===== src/hw/rtl/cch_pkg.sv =====
// Shared types, widths, constants and the arctangent table for the compass heading hold block.
`timescale 1ns / 1ps

package cch_pkg;

  // Field widths
  localparam int MAG_W   = 16;
  localparam int ANG_W   = 18;
  localparam int TURN_W  = 16;
  localparam int CFG_W   = 9;
  localparam int CFG_IDX_W = 2;

  // Datapath widths
  localparam int XY_W    = 27;
  localparam int Z_W     = 36;
  localparam int ZL_W    = 18;
  localparam int MA_W    = 20;
  localparam int MB_W    = 28;
  localparam int PROD_W  = MA_W + MB_W;
  localparam int ACC_W   = 60;
  localparam int TQ_W    = 20;
  localparam int ATAN_IDX_W = 5;
  localparam int ATAN_LEN   = 24;

  // Default parameter values
  localparam int CAL_SAMPLES_DEF  = 16;
  localparam int CORDIC_STEPS_DEF = 16;

  // Register indexes
  localparam logic [CFG_IDX_W-1:0] REG_SMOOTHING_WEIGHT = 2'd0;
  localparam logic [CFG_IDX_W-1:0] REG_TURN_GAIN        = 2'd1;
  localparam logic [CFG_IDX_W-1:0] REG_DEADBAND_DEGREES = 2'd2;

  // Register reset values
  localparam logic [CFG_W-1:0] SMOOTHING_WEIGHT_RST = 9'd64;
  localparam logic [CFG_W-1:0] TURN_GAIN_RST        = 9'd64;
  localparam logic [CFG_W-1:0] DEADBAND_DEGREES_RST = 9'd3;

  // Q8 helpers
  localparam int Q8_FRAC = 8;
  localparam int Q8_HALF = 128;
  localparam int Q8_MASK = 255;
  localparam logic [CFG_W-1:0] Q8_ONE = 9'd256;

  // Angle constants: pi/2 in Q32 radians, and round(2^16 * 180 / 3.14).
  localparam logic signed [Z_W-1:0] HALF_PI_Q32 = 36'sd6746518852;
  localparam int DEG_SCALE_Q16 = 3756841;
  localparam int DEG_FRAC = 40;
  localparam logic signed [ACC_W-1:0] DEG_ROUND = 60'sd549755813888;

  // Largest whole-degree heading magnitude after truncation.
  localparam int MAX_WHOLE_DEG = 181;

  localparam int TURN_MAX = 32767;
  localparam int TURN_MIN = -32768;

  typedef struct packed {
    logic load;
    logic step;
  } cordic_ctl_t;

  // atan(2^-i) in Q32 radians.
  function automatic logic [Z_W-1:0] atan_q32(input logic [ATAN_IDX_W-1:0] i);
    logic [Z_W-1:0] r;
    case (i)
      5'd0:  r = 36'd3373259426;
      5'd1:  r = 36'd1991351318;
      5'd2:  r = 36'd1052175346;
      5'd3:  r = 36'd534100635;
      5'd4:  r = 36'd268086748;
      5'd5:  r = 36'd134174063;
      5'd6:  r = 36'd67103403;
      5'd7:  r = 36'd33553749;
      5'd8:  r = 36'd16777131;
      5'd9:  r = 36'd8388597;
      5'd10: r = 36'd4194303;
      5'd11: r = 36'd2097152;
      5'd12: r = 36'd1048576;
      5'd13: r = 36'd524288;
      5'd14: r = 36'd262144;
      5'd15: r = 36'd131072;
      5'd16: r = 36'd65536;
      5'd17: r = 36'd32768;
      5'd18: r = 36'd16384;
      5'd19: r = 36'd8192;
      5'd20: r = 36'd4096;
      5'd21: r = 36'd2048;
      5'd22: r = 36'd1024;
      5'd23: r = 36'd512;
      default: r = '0;
    endcase
    return r;
  endfunction

endpackage


===== src/hw/rtl/cch_mul.sv =====
// Shared signed multiplier with a registered product.
`timescale 1ns / 1ps

module cch_mul (
  input  logic                               clk,
  input  logic signed [cch_pkg::MA_W-1:0]    a,
  input  logic signed [cch_pkg::MB_W-1:0]    b,
  output logic signed [cch_pkg::PROD_W-1:0]  prod
);

  always_ff @(posedge clk) begin
    prod <= a * b;
  end

endmodule


===== src/hw/rtl/cch_cordic.sv =====
// Iterative vectoring CORDIC: one micro-rotation per cycle while step is high, with a barrel shift.
`timescale 1ns / 1ps

module cch_cordic #(
  parameter int STEP_W = $clog2(cch_pkg::CORDIC_STEPS_DEF)
) (
  input  logic                             clk,
  input  cch_pkg::cordic_ctl_t             ctl,
  input  logic signed [cch_pkg::MAG_W-1:0] y_in,
  input  logic signed [cch_pkg::MAG_W-1:0] x_in,
  input  logic [STEP_W-1:0]                idx,
  output logic signed [cch_pkg::Z_W-1:0]   z
);

  logic signed [cch_pkg::XY_W-1:0] x, y, x0, y0, x_ld, y_ld, x_next, y_next, dx, dy;
  logic signed [cch_pkg::Z_W-1:0]  z_ld, z_next, ang;
  logic [cch_pkg::ATAN_IDX_W-1:0]  sh;

  // Scale by 256, then pre-rotate by 90 degrees into the right half plane.
  always_comb begin
    x0 = cch_pkg::XY_W'(x_in) <<< cch_pkg::Q8_FRAC;
    y0 = cch_pkg::XY_W'(y_in) <<< cch_pkg::Q8_FRAC;
    if (x0 < 0) begin
      if (y0 >= 0) begin
        x_ld = y0;
        y_ld = -x0;
        z_ld = cch_pkg::HALF_PI_Q32;
      end else begin
        x_ld = -y0;
        y_ld = x0;
        z_ld = -cch_pkg::HALF_PI_Q32;
      end
    end else begin
      x_ld = x0;
      y_ld = y0;
      z_ld = '0;
    end
  end

  always_comb begin
    sh  = cch_pkg::ATAN_IDX_W'(idx);
    dx  = y >>> sh;
    dy  = x >>> sh;
    ang = $signed(cch_pkg::atan_q32(sh));
    if (y > 0) begin
      x_next = x + dx;
      y_next = y - dy;
      z_next = z + ang;
    end else begin
      x_next = x - dx;
      y_next = y + dy;
      z_next = z - ang;
    end
  end

  always_ff @(posedge clk) begin
    if (ctl.load) begin
      x <= x_ld;
      y <= y_ld;
      z <= z_ld;
    end else if (ctl.step) begin
      x <= x_next;
      y <= y_next;
      z <= z_next;
    end
  end

endmodule


===== src/hw/rtl/compass_heading_hold.sv =====
// Top level: sequencer, calibration, smoothing filter and turn command around a shared multiplier.
`timescale 1ns / 1ps

// Channel   Handshake                   Payload
// sample    sample_valid / sample_stall mag_y_reading, mag_z_reading, hold_zero
// result    result_valid / result_stall filtered_heading, turn_command, calibrated
// config    cfg_write                   cfg_index, cfg_data
//
// A tracking sample runs the CORDIC rotations, degree conversion, filter and turn command
// before the next is accepted, paced by the one-rotation-per-cycle CORDIC and shared multiplier.
// A calibration sample updates the running sum instead; the last also divides by the count.
// Reset is synchronous and returns the registers and calibration to their initial values.
// sample_stall is high while a sample is in work; a finished result waits in the output
// register, and the sequencer holds its last state only while that register is still full.

module compass_heading_hold #(
  parameter int CAL_SAMPLES  = cch_pkg::CAL_SAMPLES_DEF,
  parameter int CORDIC_STEPS = cch_pkg::CORDIC_STEPS_DEF
) (
  input  logic                                 clk,
  input  logic                                 rst,
  input  logic                                 sample_valid,
  output logic                                 sample_stall,
  input  logic signed [cch_pkg::MAG_W-1:0]     mag_y_reading,
  input  logic signed [cch_pkg::MAG_W-1:0]     mag_z_reading,
  input  logic                                 hold_zero,
  output logic                                 result_valid,
  input  logic                                 result_stall,
  output logic signed [cch_pkg::ANG_W-1:0]     filtered_heading,
  output logic signed [cch_pkg::TURN_W-1:0]    turn_command,
  output logic                                 calibrated,
  input  logic                                 cfg_write,
  input  logic [cch_pkg::CFG_IDX_W-1:0]        cfg_index,
  input  logic [cch_pkg::CFG_W-1:0]            cfg_data
);

  localparam int OFS_W  = $clog2(cch_pkg::MAX_WHOLE_DEG * CAL_SAMPLES + 1) + 1;
  localparam int CNT_W  = $clog2(CAL_SAMPLES + 1);
  localparam int STEP_W = $clog2(CORDIC_STEPS);
  localparam int T_W    = OFS_W + cch_pkg::ANG_W;
  localparam int DIV_K  = OFS_W + 9;
  localparam longint RECIP =
    ((longint'(1) << DIV_K) + longint'(CAL_SAMPLES) - 1) / longint'(CAL_SAMPLES);

  localparam logic [3:0] S_IDLE = 4'd0;
  localparam logic [3:0] S_ROT  = 4'd1;
  localparam logic [3:0] S_MLO  = 4'd2;
  localparam logic [3:0] S_MHI  = 4'd3;
  localparam logic [3:0] S_HEAD = 4'd4;
  localparam logic [3:0] S_CAL  = 4'd5;
  localparam logic [3:0] S_DIV  = 4'd6;
  localparam logic [3:0] S_DIVQ = 4'd7;
  localparam logic [3:0] S_FA   = 4'd8;
  localparam logic [3:0] S_FB   = 4'd9;
  localparam logic [3:0] S_FC   = 4'd10;
  localparam logic [3:0] S_TA   = 4'd11;
  localparam logic [3:0] S_TB   = 4'd12;
  localparam logic [3:0] S_OUT  = 4'd13;

  logic [3:0]        state;
  logic [STEP_W-1:0] step_idx;
  logic              accept;

  logic [cch_pkg::CFG_W-1:0] w_reg, g_reg, db_reg;
  logic [cch_pkg::CFG_W-1:0] w_eff, w_comp, g_eff;

  logic [CNT_W-1:0]                  cal_count;
  logic                              cal_done;
  logic signed [OFS_W-1:0]           offset_sum;
  logic signed [cch_pkg::ANG_W-1:0]  smoothed;

  logic                              hold_r, zero_r, div_neg;
  logic signed [cch_pkg::ANG_W-1:0]  h_reg;
  logic signed [cch_pkg::TURN_W-1:0] turn_r;
  logic signed [cch_pkg::ACC_W-1:0]  acc;

  logic signed [cch_pkg::MAG_W-1:0]  neg_y, neg_z;
  cch_pkg::cordic_ctl_t              cordic_ctl;
  logic signed [cch_pkg::Z_W-1:0]    cz;

  logic signed [cch_pkg::MA_W-1:0]   mul_a;
  logic signed [cch_pkg::MB_W-1:0]   mul_b;
  logic signed [cch_pkg::PROD_W-1:0] prod;

  logic signed [cch_pkg::ACC_W-1:0]  head_sum, filt_sum, turn_sum;
  logic signed [cch_pkg::ANG_W-1:0]  head_calc, filt_new;
  logic signed [T_W-1:0]             cal_t, cal_adj;
  logic signed [OFS_W-1:0]           cal_new, div_q;
  logic signed [OFS_W:0]             ofs_ext, ofs_neg;
  logic [OFS_W:0]                    div_num;
  logic signed [T_W-1:0]             diff;
  logic signed [cch_pkg::TQ_W-1:0]   turn_q;
  logic signed [cch_pkg::TURN_W-1:0] turn_sat, turn_val;
  logic [cch_pkg::ANG_W:0]           mag;
  logic [cch_pkg::ANG_W-8:0]         whole_deg;
  logic                              in_deadband;

  assign sample_stall = (state != S_IDLE);
  assign accept       = sample_valid && !sample_stall;

  // Both axes are negated with 16-bit wrap before the heading is formed.
  assign neg_y = -mag_y_reading;
  assign neg_z = -mag_z_reading;

  assign cordic_ctl.load = accept;
  assign cordic_ctl.step = (state == S_ROT);

  cch_cordic #(
    .STEP_W (STEP_W)
  ) u_cordic (
    .clk  (clk),
    .ctl  (cordic_ctl),
    .y_in (neg_y),
    .x_in (neg_z),
    .idx  (step_idx),
    .z    (cz)
  );

  cch_mul u_mul (
    .clk  (clk),
    .a    (mul_a),
    .b    (mul_b),
    .prod (prod)
  );

  // Register values above 256 act as 256.
  always_comb begin
    w_eff  = w_reg[cch_pkg::CFG_W-1] ? cch_pkg::Q8_ONE : w_reg;
    g_eff  = g_reg[cch_pkg::CFG_W-1] ? cch_pkg::Q8_ONE : g_reg;
    w_comp = cch_pkg::Q8_ONE - w_eff;
  end

  always_comb begin
    // Degree conversion: z * scale, split into an unsigned low part and a signed high part.
    head_sum  = acc + (cch_pkg::ACC_W'(prod) <<< cch_pkg::ZL_W);
    head_calc = head_sum[cch_pkg::DEG_FRAC +: cch_pkg::ANG_W];

    // Running sum of whole degrees, truncated toward zero.
    cal_t   = (T_W'(offset_sum) <<< cch_pkg::Q8_FRAC) + T_W'(h_reg);
    cal_adj = cal_t + ((cal_t < 0) ? T_W'(cch_pkg::Q8_MASK) : '0);
    cal_new = cal_adj[cch_pkg::Q8_FRAC +: OFS_W];

    // Floor division by the sample count through a reciprocal multiply on the magnitude.
    ofs_ext = (OFS_W + 1)'(offset_sum);
    ofs_neg = -ofs_ext;
    div_num = (offset_sum < 0) ? ($unsigned(ofs_neg) + (OFS_W + 1)'(CAL_SAMPLES - 1))
                               : $unsigned(ofs_ext);
    div_q   = $signed(prod[DIV_K +: OFS_W]);

    diff     = T_W'(h_reg) - (T_W'(offset_sum) <<< cch_pkg::Q8_FRAC);
    filt_sum = acc + cch_pkg::ACC_W'(prod);
    filt_new = filt_sum[cch_pkg::Q8_FRAC +: cch_pkg::ANG_W];

    turn_sum = cch_pkg::ACC_W'(prod) + cch_pkg::ACC_W'(cch_pkg::Q8_HALF);
    turn_q   = turn_sum[cch_pkg::Q8_FRAC +: cch_pkg::TQ_W];
    if (turn_q > cch_pkg::TQ_W'(cch_pkg::TURN_MAX)) begin
      turn_sat = cch_pkg::TURN_W'(cch_pkg::TURN_MAX);
    end else if (turn_q < cch_pkg::TQ_W'(cch_pkg::TURN_MIN)) begin
      turn_sat = cch_pkg::TURN_W'(cch_pkg::TURN_MIN);
    end else begin
      turn_sat = turn_q[cch_pkg::TURN_W-1:0];
    end

    mag         = (smoothed < 0) ? $unsigned(-(cch_pkg::ANG_W + 1)'(smoothed))
                                 : $unsigned((cch_pkg::ANG_W + 1)'(smoothed));
    whole_deg   = mag[cch_pkg::ANG_W:cch_pkg::Q8_FRAC];
    in_deadband = whole_deg < (cch_pkg::ANG_W - 7)'(db_reg);
    turn_val    = (hold_r || in_deadband) ? '0 : turn_sat;
  end

  // Operand selection for the shared multiplier.
  always_comb begin
    mul_a = '0;
    mul_b = '0;
    case (state)
      S_MLO: begin
        mul_a = $signed(cch_pkg::MA_W'(cz[cch_pkg::ZL_W-1:0]));
        mul_b = cch_pkg::MB_W'(cch_pkg::DEG_SCALE_Q16);
      end
      S_MHI: begin
        mul_a = cch_pkg::MA_W'(cz >>> cch_pkg::ZL_W);
        mul_b = cch_pkg::MB_W'(cch_pkg::DEG_SCALE_Q16);
      end
      S_DIV: begin
        mul_a = $signed(cch_pkg::MA_W'(div_num));
        mul_b = cch_pkg::MB_W'(RECIP);
      end
      S_FA: begin
        mul_a = cch_pkg::MA_W'(smoothed);
        mul_b = $signed(cch_pkg::MB_W'(w_comp));
      end
      S_FB: begin
        mul_a = cch_pkg::MA_W'(diff);
        mul_b = $signed(cch_pkg::MB_W'(w_eff));
      end
      S_TA: begin
        mul_a = cch_pkg::MA_W'(smoothed);
        mul_b = $signed(cch_pkg::MB_W'(g_eff));
      end
      default: begin
        mul_a = '0;
        mul_b = '0;
      end
    endcase
  end

  // Control, configuration and block state.
  always_ff @(posedge clk) begin
    if (rst) begin
      state        <= S_IDLE;
      step_idx     <= '0;
      result_valid <= 1'b0;
      cal_count    <= '0;
      cal_done     <= 1'b0;
      offset_sum   <= '0;
      smoothed     <= '0;
      w_reg        <= cch_pkg::SMOOTHING_WEIGHT_RST;
      g_reg        <= cch_pkg::TURN_GAIN_RST;
      db_reg       <= cch_pkg::DEADBAND_DEGREES_RST;
    end else begin
      if (cfg_write) begin
        case (cfg_index)
          cch_pkg::REG_SMOOTHING_WEIGHT: w_reg  <= cfg_data;
          cch_pkg::REG_TURN_GAIN:        g_reg  <= cfg_data;
          cch_pkg::REG_DEADBAND_DEGREES: db_reg <= cfg_data;
          default: begin
          end
        endcase
      end

      if ((state == S_OUT) && (!result_valid || !result_stall)) begin
        result_valid <= 1'b1;
      end else if (result_valid && !result_stall) begin
        result_valid <= 1'b0;
      end

      case (state)
        S_IDLE: begin
          if (accept) begin
            step_idx <= '0;
            state    <= S_ROT;
          end
        end
        S_ROT: begin
          step_idx <= step_idx + 1'b1;
          if (step_idx == STEP_W'(CORDIC_STEPS - 1)) begin
            state <= S_MLO;
          end
        end
        S_MLO:  state <= S_MHI;
        S_MHI:  state <= S_HEAD;
        S_HEAD: state <= cal_done ? S_FA : S_CAL;
        S_CAL: begin
          offset_sum <= cal_new;
          cal_count  <= cal_count + 1'b1;
          state      <= (cal_count == CNT_W'(CAL_SAMPLES - 1)) ? S_DIV : S_OUT;
        end
        S_DIV:  state <= S_DIVQ;
        S_DIVQ: begin
          offset_sum <= div_neg ? -div_q : div_q;
          cal_done   <= 1'b1;
          state      <= S_OUT;
        end
        S_FA:   state <= S_FB;
        S_FB:   state <= S_FC;
        S_FC: begin
          smoothed <= filt_new;
          state    <= S_TA;
        end
        S_TA:   state <= S_TB;
        S_TB:   state <= S_OUT;
        S_OUT: begin
          if (!result_valid || !result_stall) begin
            state <= S_IDLE;
          end
        end
        default: state <= S_IDLE;
      endcase
    end
  end

  // Datapath registers.
  always_ff @(posedge clk) begin
    if (accept) begin
      hold_r <= hold_zero;
      zero_r <= (neg_y == '0) && (neg_z == '0);
    end
    case (state)
      S_MHI: acc <= cch_pkg::ACC_W'(prod) + cch_pkg::DEG_ROUND;
      S_FB:  acc <= cch_pkg::ACC_W'(prod) + cch_pkg::ACC_W'(cch_pkg::Q8_HALF);
      default: begin
      end
    endcase
    if (state == S_HEAD) begin
      h_reg  <= zero_r ? '0 : head_calc;
      turn_r <= '0;
    end
    if (state == S_DIV) begin
      div_neg <= offset_sum < 0;
    end
    if (state == S_TB) begin
      turn_r <= turn_val;
    end
    if ((state == S_OUT) && (!result_valid || !result_stall)) begin
      filtered_heading <= smoothed;
      turn_command     <= turn_r;
      calibrated       <= cal_done;
    end
  end

`ifndef SYNTHESIS
  a_cal_sticky: assert property (@(posedge clk) disable iff (rst)
    cal_done |=> cal_done)
    else $error("calibration flag dropped without reset");

  a_cal_turn_zero: assert property (@(posedge clk) disable iff (rst)
    result_valid && !calibrated |-> turn_command == '0)
    else $error("nonzero turn command before calibration finished");

  a_cal_count_range: assert property (@(posedge clk) disable iff (rst)
    cal_count <= CNT_W'(CAL_SAMPLES))
    else $error("calibration count beyond sample count");

  a_result_from_seq: assert property (@(posedge clk) disable iff (rst)
    $rose(result_valid) |-> $past(state) == S_OUT)
    else $error("result presented outside the output step");
`endif

endmodule


===== config.mk =====
export PLATFORM = sky130hd
export DESIGN_NAME = compass_heading_hold
export DESIGN_NICKNAME = d
export VERILOG_FILES = /design/src/hw/rtl/cch_pkg.sv /design/src/hw/rtl/cch_mul.sv /design/src/hw/rtl/cch_cordic.sv /design/src/hw/rtl/compass_heading_hold.sv
export SDC_FILE = /design/constraint.sdc
export NUM_CORES = 2
export LEC_CHECK = 0
export ABC_AREA = 1
export BUFFER_PORTS_ARGS = -buffer_cell sky130_fd_sc_hd__clkbuf_2
export CORE_MARGIN = 1
export CORE_UTILIZATION = 50
export CTS_BUF_LIST = sky130_fd_sc_hd__clkbuf_4
export CTS_CLUSTER_DIAMETER = 120
export DETAILED_ROUTE_END_ITERATION = 16
export GPL_TIMING_DRIVEN = 1
export PLACE_DENSITY = 0.66
export SLEW_MARGIN = 20
export SYNTH_ARGS = -nofsm -noshare
export SYNTH_HDL_FRONTEND = slang
export SYNTH_HIERARCHICAL = 1
export SYNTH_SLANG_ARGS = --single-unit

===== constraint.sdc =====
create_clock -name clk -period 23.3 [get_ports clk]
set_input_delay 3.495 -clock clk [delete_from_list [all_inputs] [get_ports clk]]
set_output_delay 3.495 -clock clk [all_outputs]
set_load 0.03 [all_outputs]

# Word-level counts from Yosys, hierarchy flattened
# Memories as Yosys holds them, arrays and structs flattened. A register that Yosys moved wholly into a read port is not among the register bits.
# Cells that the tools add are included.
# word_totals
rom_bits	512
out_inout_bits	37
in_bits	49
wordCells	150
mem_count	1
ff_bits	336
# mem_list
memory	words	word_bits	rd	rd_ports_with_merged_regs	wr	line	source
(name not given)	16	32	1	1	0	cch_pkg.sv:65	case (i)
# op_classes
n_lt_le_gt_ge	9
mul	1
reduce_logical	28
add_sub_neg	24
shift	2
n_eq_ne	20
mux	42
# op_table
cell	count
27-bit two-way mux	10
36-bit two-way mux	5
58-bit one-hot mux with 2 select lines	1
22-bit one-hot mux with 5 select lines	1
20-bit one-hot mux with 5 select lines	1
16-bit two-way mux	5
58-bit adder	1
27-bit adder	2
24-bit negation with 27-bit output	2
27-bit by 4-bit >>> shifter with 27-bit output	2
27-bit subtractor	2
4-bit one-hot mux with 13 select lines	1
43-bit by 41-bit adder with 44-bit output, second input constant	1
43-bit by 9-bit adder with 44-bit output, second input constant	1
20-bit by 23-bit multiplier with 43-bit output	1
36-bit adder	1
36-bit subtractor	1
16-bit zero test	2
4-bit two-way mux	8
16-bit negation	2
4-bit equality test, second input constant	7
27-bit by 1-bit greater-than comparator with 1-bit output, second input constant	1
26-bit adder	1
13-bit one-hot mux with 2 select lines	1
43 further kinds	66

# Logic depth before layout (Yosys ltp)
# logic_depth
word_depth	7
ltp_mapped	43
mapped_depth_nobuf	42

# By module
# Netlist, hierarchy kept.
# modules_own_cells
mod	cells_each	n_inst	seq_area_each_um2	area_per_inst_um2
cch_mul	3110	1	960.9	23223.5
compass_heading_hold	2204	1	5094.9	15621.2
cch_cordic	2209	1	2702.6	13691.9

# Least setup slack after synthesis
# OpenSTA, ideal clock, no wires.
# synth_path
kind	register -> register
from	register state[3]
to	register u_mul/prod[32] in the netlist's numbering
t_arrival_ps	7664
setup_slack_ps	15524
n_path_buf	3
synth_period_minus_slack_ps	7776
path_stages_with_launch	35
setup_ps	112
required_time_ps	23188
path_cell_list	dfxtp_1 > nor2_1 > inv_1 > nor2_1 > inv_1 > nor2_1 > clkbuf_1 > nand2_1 > o2111ai_1 > clkbuf_1 > clkbuf_1 > nand2_1 > fa_1 > inv_1 > fa_1 > inv_1 > fa_1 > inv_1 > fa_1 > fa_1 > fa_1 > inv_1 > fa_1 > inv_1 > ha_1 > nand2_1 > inv_1 > a21oi_1 > inv_1 > a21oi_1 > nor2_1 > nor2_1 > nand2_1 > nand2_1 > nand2_1
# synth_between
elab_chain_cells	4
elab_cells_between_ends	11
classes_between	mul (1); eq/ne (6); mux (2); reduce/logical (2)
# synth_lines
item	line	source
start: declaration	compass_heading_hold.sv:60	logic [3:0] state;
start signal: assignment	compass_heading_hold.sv:252	S_HEAD: state <= cal_done ? S_FA : S_CAL;
start signal: assignment	compass_heading_hold.sv:256	state <= (cal_count == CNT_W'(CAL_SAMPLES - 1)) ? S_DIV : S_OUT;
4-bit by 2-bit equality test with 1-bit output	compass_heading_hold.sv:175	case (state)
2-bit OR reduction (no source line)	-	
22-bit one-hot mux with 5 select lines (*)	compass_heading_hold.sv:175	
named net mul_b, one bit	compass_heading_hold.sv:82	logic signed [cch_pkg::MB_W-1:0] mul_b;
20-bit by 23-bit multiplier with 43-bit output (*)	cch_mul.sv:12	prod <= a * b;
end signal: assignment	cch_mul.sv:12	
end: declaration	cch_mul.sv:8	output logic signed [cch_pkg::PROD_W-1:0] prod
# Mark *: on every way through the listed nets, which the timed path passes. The rest lies on a longest branch.
# A chain may end at the register's enable or synchronous reset.

# Worst setup path in the final report
# layout_path
from	register state[1]
to	register u_mul/prod[18] in the netlist's numbering
# layout_between
elab_chain_cells	4
elab_cells_between_ends	11
classes_between	mul (1); eq/ne (6); mux (2); reduce/logical (2)
# layout_lines
item	line	source
4-bit equality test	compass_heading_hold.sv:175	
2-bit OR reduction (no source line)	-	
20-bit one-hot mux with 5 select lines (*)	compass_heading_hold.sv:175	
named net mul_a, one bit	compass_heading_hold.sv:81	logic signed [cch_pkg::MA_W-1:0] mul_a;
20-bit by 23-bit multiplier with 43-bit output (*)	cch_mul.sv:12	
# Marked as above.

==> results.md <==
- Max cap viols: 0
- P_leak: between 30 and 40 nW
- CTS Buf Count: 94
- Reg-to-Reg End: u_mul/prod[18]$_DFF_P_
- Critical path type: flop to flop
- Max_slew headroom: 27.7%
- R2R cell count: 31
- GP Congestion: 0.984
- Final setup violation count: 0
- Max Buffers Root-to-Sink: 3
- Crit-path slowest cell: nor2_1
- Die Ht: about 330 microns
- Most used cell, CP: inv_1
- DIE AREA: about 0.11 sq mm
- Min-Delay Path Class: flop to flop
- WP data arrival: between 9 and 10 ns
- Filler instances: roughly 10k
- Num ports: 86
- DRT met1 WL: 76,400 microns
- Routed WL per cell: slightly below 20 microns
- DP Area: between 0.05 and 0.06 sq mm
- Final hold violation count: 0
- Area Overhead vs Synth: 5.98%
- Setup crit start kind: flop
- Ys async rst share: 0%
- Design area: about 0.056 sq mm
- Share of cells above drive strength 1: under 10%
- Crit path max fanout: 28
- Clk slew on worst S/H paths: ~0.07 ns
- Post-Syn Area per Cell: between 6 and 7 sq um
- Worst R2R Start: state[1]$_SDFFE_PP0P_
- Flops & latches, synth: 332
- Crit path from: state[1]$_SDFFE_PP0P_
- Clock tree sinks: 332
- Final WS setup: 14.21 ns
- Critical path depth in cells: 31
- Hold buffers post-CTS: 0
- R2r setup slk: ~14 ns
- Area of the multi-input gates: roughly 0.037 sq mm
- Commonest cells after routing, fill and taps aside: 1,947 x nand2_1, 1,587 x inv_1, 569 x fa_1, 512 x nor2_1, 442 x nand3_1
- RSZ-0062 raised after global routing: false
- Synth top area share: a little over a fifth
- Total Wirelength: ~180,000 microns
- Final core occ: between 50% and 60%
- Met3 wire length: 14,300 microns
- Placeable core area: around 0.10 sq mm
- Register area: 0.00876 sq mm
- Max stage delay on crit path: 0.79 ns
- CP Capture Point: u_mul/prod[18]$_DFF_P_
- Top Layer Used: met5
- Initial antenna violation count: 7
- H-tree levels: 3
- Setup WS pre-CTS: approximately 14 ns
- Die Wd: approximately 330 microns
- Max FFs per register: just under 50
- Synth Flop Type: edfxtp_1
- Clk Latency, worst-skew pair: approximately 0.94 ns
- Initial detailed-routing violation count: ~4.4k
- Postcts setup bufs: 0
- Largest net degree at the start of global routing: 73
- Max-slew violations: 0
- Final #Nets: roughly 8.5k
- Maximum vdd drop: about 0.10 mV
- Number of gates resized after CTS: 0
- Ranking of synthesized cells by area: fa_1 22%, nand2_1 14%, edfxtp_1 12%, inv_1 11%, ha_1 8.0%
- Largest Register: acc
- Detail Route Antenna Nets: 0
- Clock Skew: around 0.074 ns
- Vias per inst: around 5.5
- Post-synth EDFFs: 211
- Grt ovf: 0
- Overall Power: 6.74 mW
- Sequential element share of the synthesized area: 16.7%
- Mapped Area: between 0.05 and 0.06 sq mm
- Slew @ Worst Pin: between 1 and 1.5 ns
- Hpwl dp: 141,000 microns
- Met2 WL: around 79,000 microns
- Syn Inst Count: roughly 7.5k
- Period utilization: a little under 40%
- Clk root buf: clkbuf_4
- Final setup TNS: 0 ns
- Rows: ~120
- Critical path's top delay family: adder cells
- DRC viols: 0
- CP bufs+invs: 11
- All-Layer GR Usage: between 30% and 40%
- Synth cell types: 66
- Minimum clock period: roughly 9.1 ns
- TritonRoute pass-1 iters: 6
- CP Capture Type: flop
- PwrDens: 121 mW/mm^2
- CTS tree: done
- Worst path required time: between 20 and 25 ns
- Status: complete, no violations
- Max frequency: 110 MHz
- Top Registers: acc x49, u_mul/prod x48, u_cordic/z x36
- DR vias: roughly 49k
- Most common cell after layout, fill and taps aside: nand2_1
- Area leader, netlist: fa_1
- First-pass GRT wire length: around 270,000 microns
- Warnings, synthesis: 6
- Port Buffer Count: between 80 and 90
- Initial Util: around half
- Number of global-route vias before repair: between 40k and 50k
==> stage by stage <==
step / instances / hold WS [ns]
global route: 9010 / 0.421
detailed placement: 8830 / 0.405
CTS: 9006 / 0.417
global placement: 8830 / 0.401
finish: 9010 / 0.415
floorplan: 7544 / 0.400
==> worst min path at each step <==
stage | slack (ns) | to | cells after the start | from
5_1_grt | 0.42 | turn_command[6]$_DFFE_PP_ | 0 | turn_r[6]$_SDFFCE_PP0P_
2_1_floorplan | 0.40 | turn_command[0]$_DFFE_PP_ | 0 | turn_r[0]$_SDFFCE_PP0P_
4_1_cts | 0.42 | turn_command[11]$_DFFE_PP_ | 0 | turn_r[11]$_SDFFCE_PP0P_
3_5_place_dp | 0.40 | turn_command[11]$_DFFE_PP_ | 0 | turn_r[11]$_SDFFCE_PP0P_
3_3_place_gp | 0.40 | turn_command[11]$_DFFE_PP_ | 0 | turn_r[11]$_SDFFCE_PP0P_
6_report | 0.41 | turn_command[11]$_DFFE_PP_ | 0 | turn_r[11]$_SDFFCE_PP0P_
==> worst register-to-register path: cells and delay by family (launching register included) <==
kind                       cells  cell delay, ns
adders and majority gates      8            4.02
and+or+nand+nor                9            2.06
buffers and inverters         11            1.37
DFF                            1            0.57
AOI/OAI and AO/OA              2            0.52
xor gates and xnor gates       1            0.40
==> synth_stat cells (9+ instances only) <==
master	count
inv_2	19
ha_1	336
buf_2	32
a31oi_1	23
a21o_1	19
o31ai_1	14
a22oi_1	10
o21ai_0	327
nand2_2	14
nor3_1	86
edfxtp_1	211
nor4_1	31
o211ai_1	34
xnor2_1	75
o21a_1	23
xor2_1	159
o221ai_1	20
inv_1	1588
nand3_1	443
a21oi_1	418
o2111ai_1	14
nor2_4	11
buf_4	9
fa_1	569
nand2_1	1947
nor2_1	516
nand4_1	63
dfxtp_1	121
or2_2	30
o21bai_1	25
clkbuf_1	167
nor2_2	19
o21ai_1	23
a221oi_1	10
buf_1	21
==> power breakdown <==
part           switching (mW)  total [mW]  internal (mW)
registers               0.211        1.11          0.902
clock network           0.298       0.591          0.293
logic                    3.35        5.03           1.69
total                    3.85        6.74           2.88
==> cell type report <==
cell class,instances,area share (%)
antenna,3,0.0135
clock buffer,135,1.82
clock inverter,41,0.449
inverter,1615,10.9
multi-input combinational,5361,66.4
sequential,332,15.7
tap,1380,3.10
timing repair buffer,143,1.58
==> cells by family after synthesis <==
logic type	synth area share [%]
xor+xnor	3.95
fa+ha+maj	29.7
other cells	0.00714
compound gates	10.7
buf+inv	13.5
flops	16.7
simple gates	25.5
==> layer usage <==
layer | track usage [%] | up-vias
met3 | 4.68 | 304
met5 | 0 | -
met2 | 52.7 | 1893
li1 | - | 23500
met1 | 46.3 | 23400
met4 | 11.0 | 4
No activity file was read; power rests on OpenSTA's default activity.
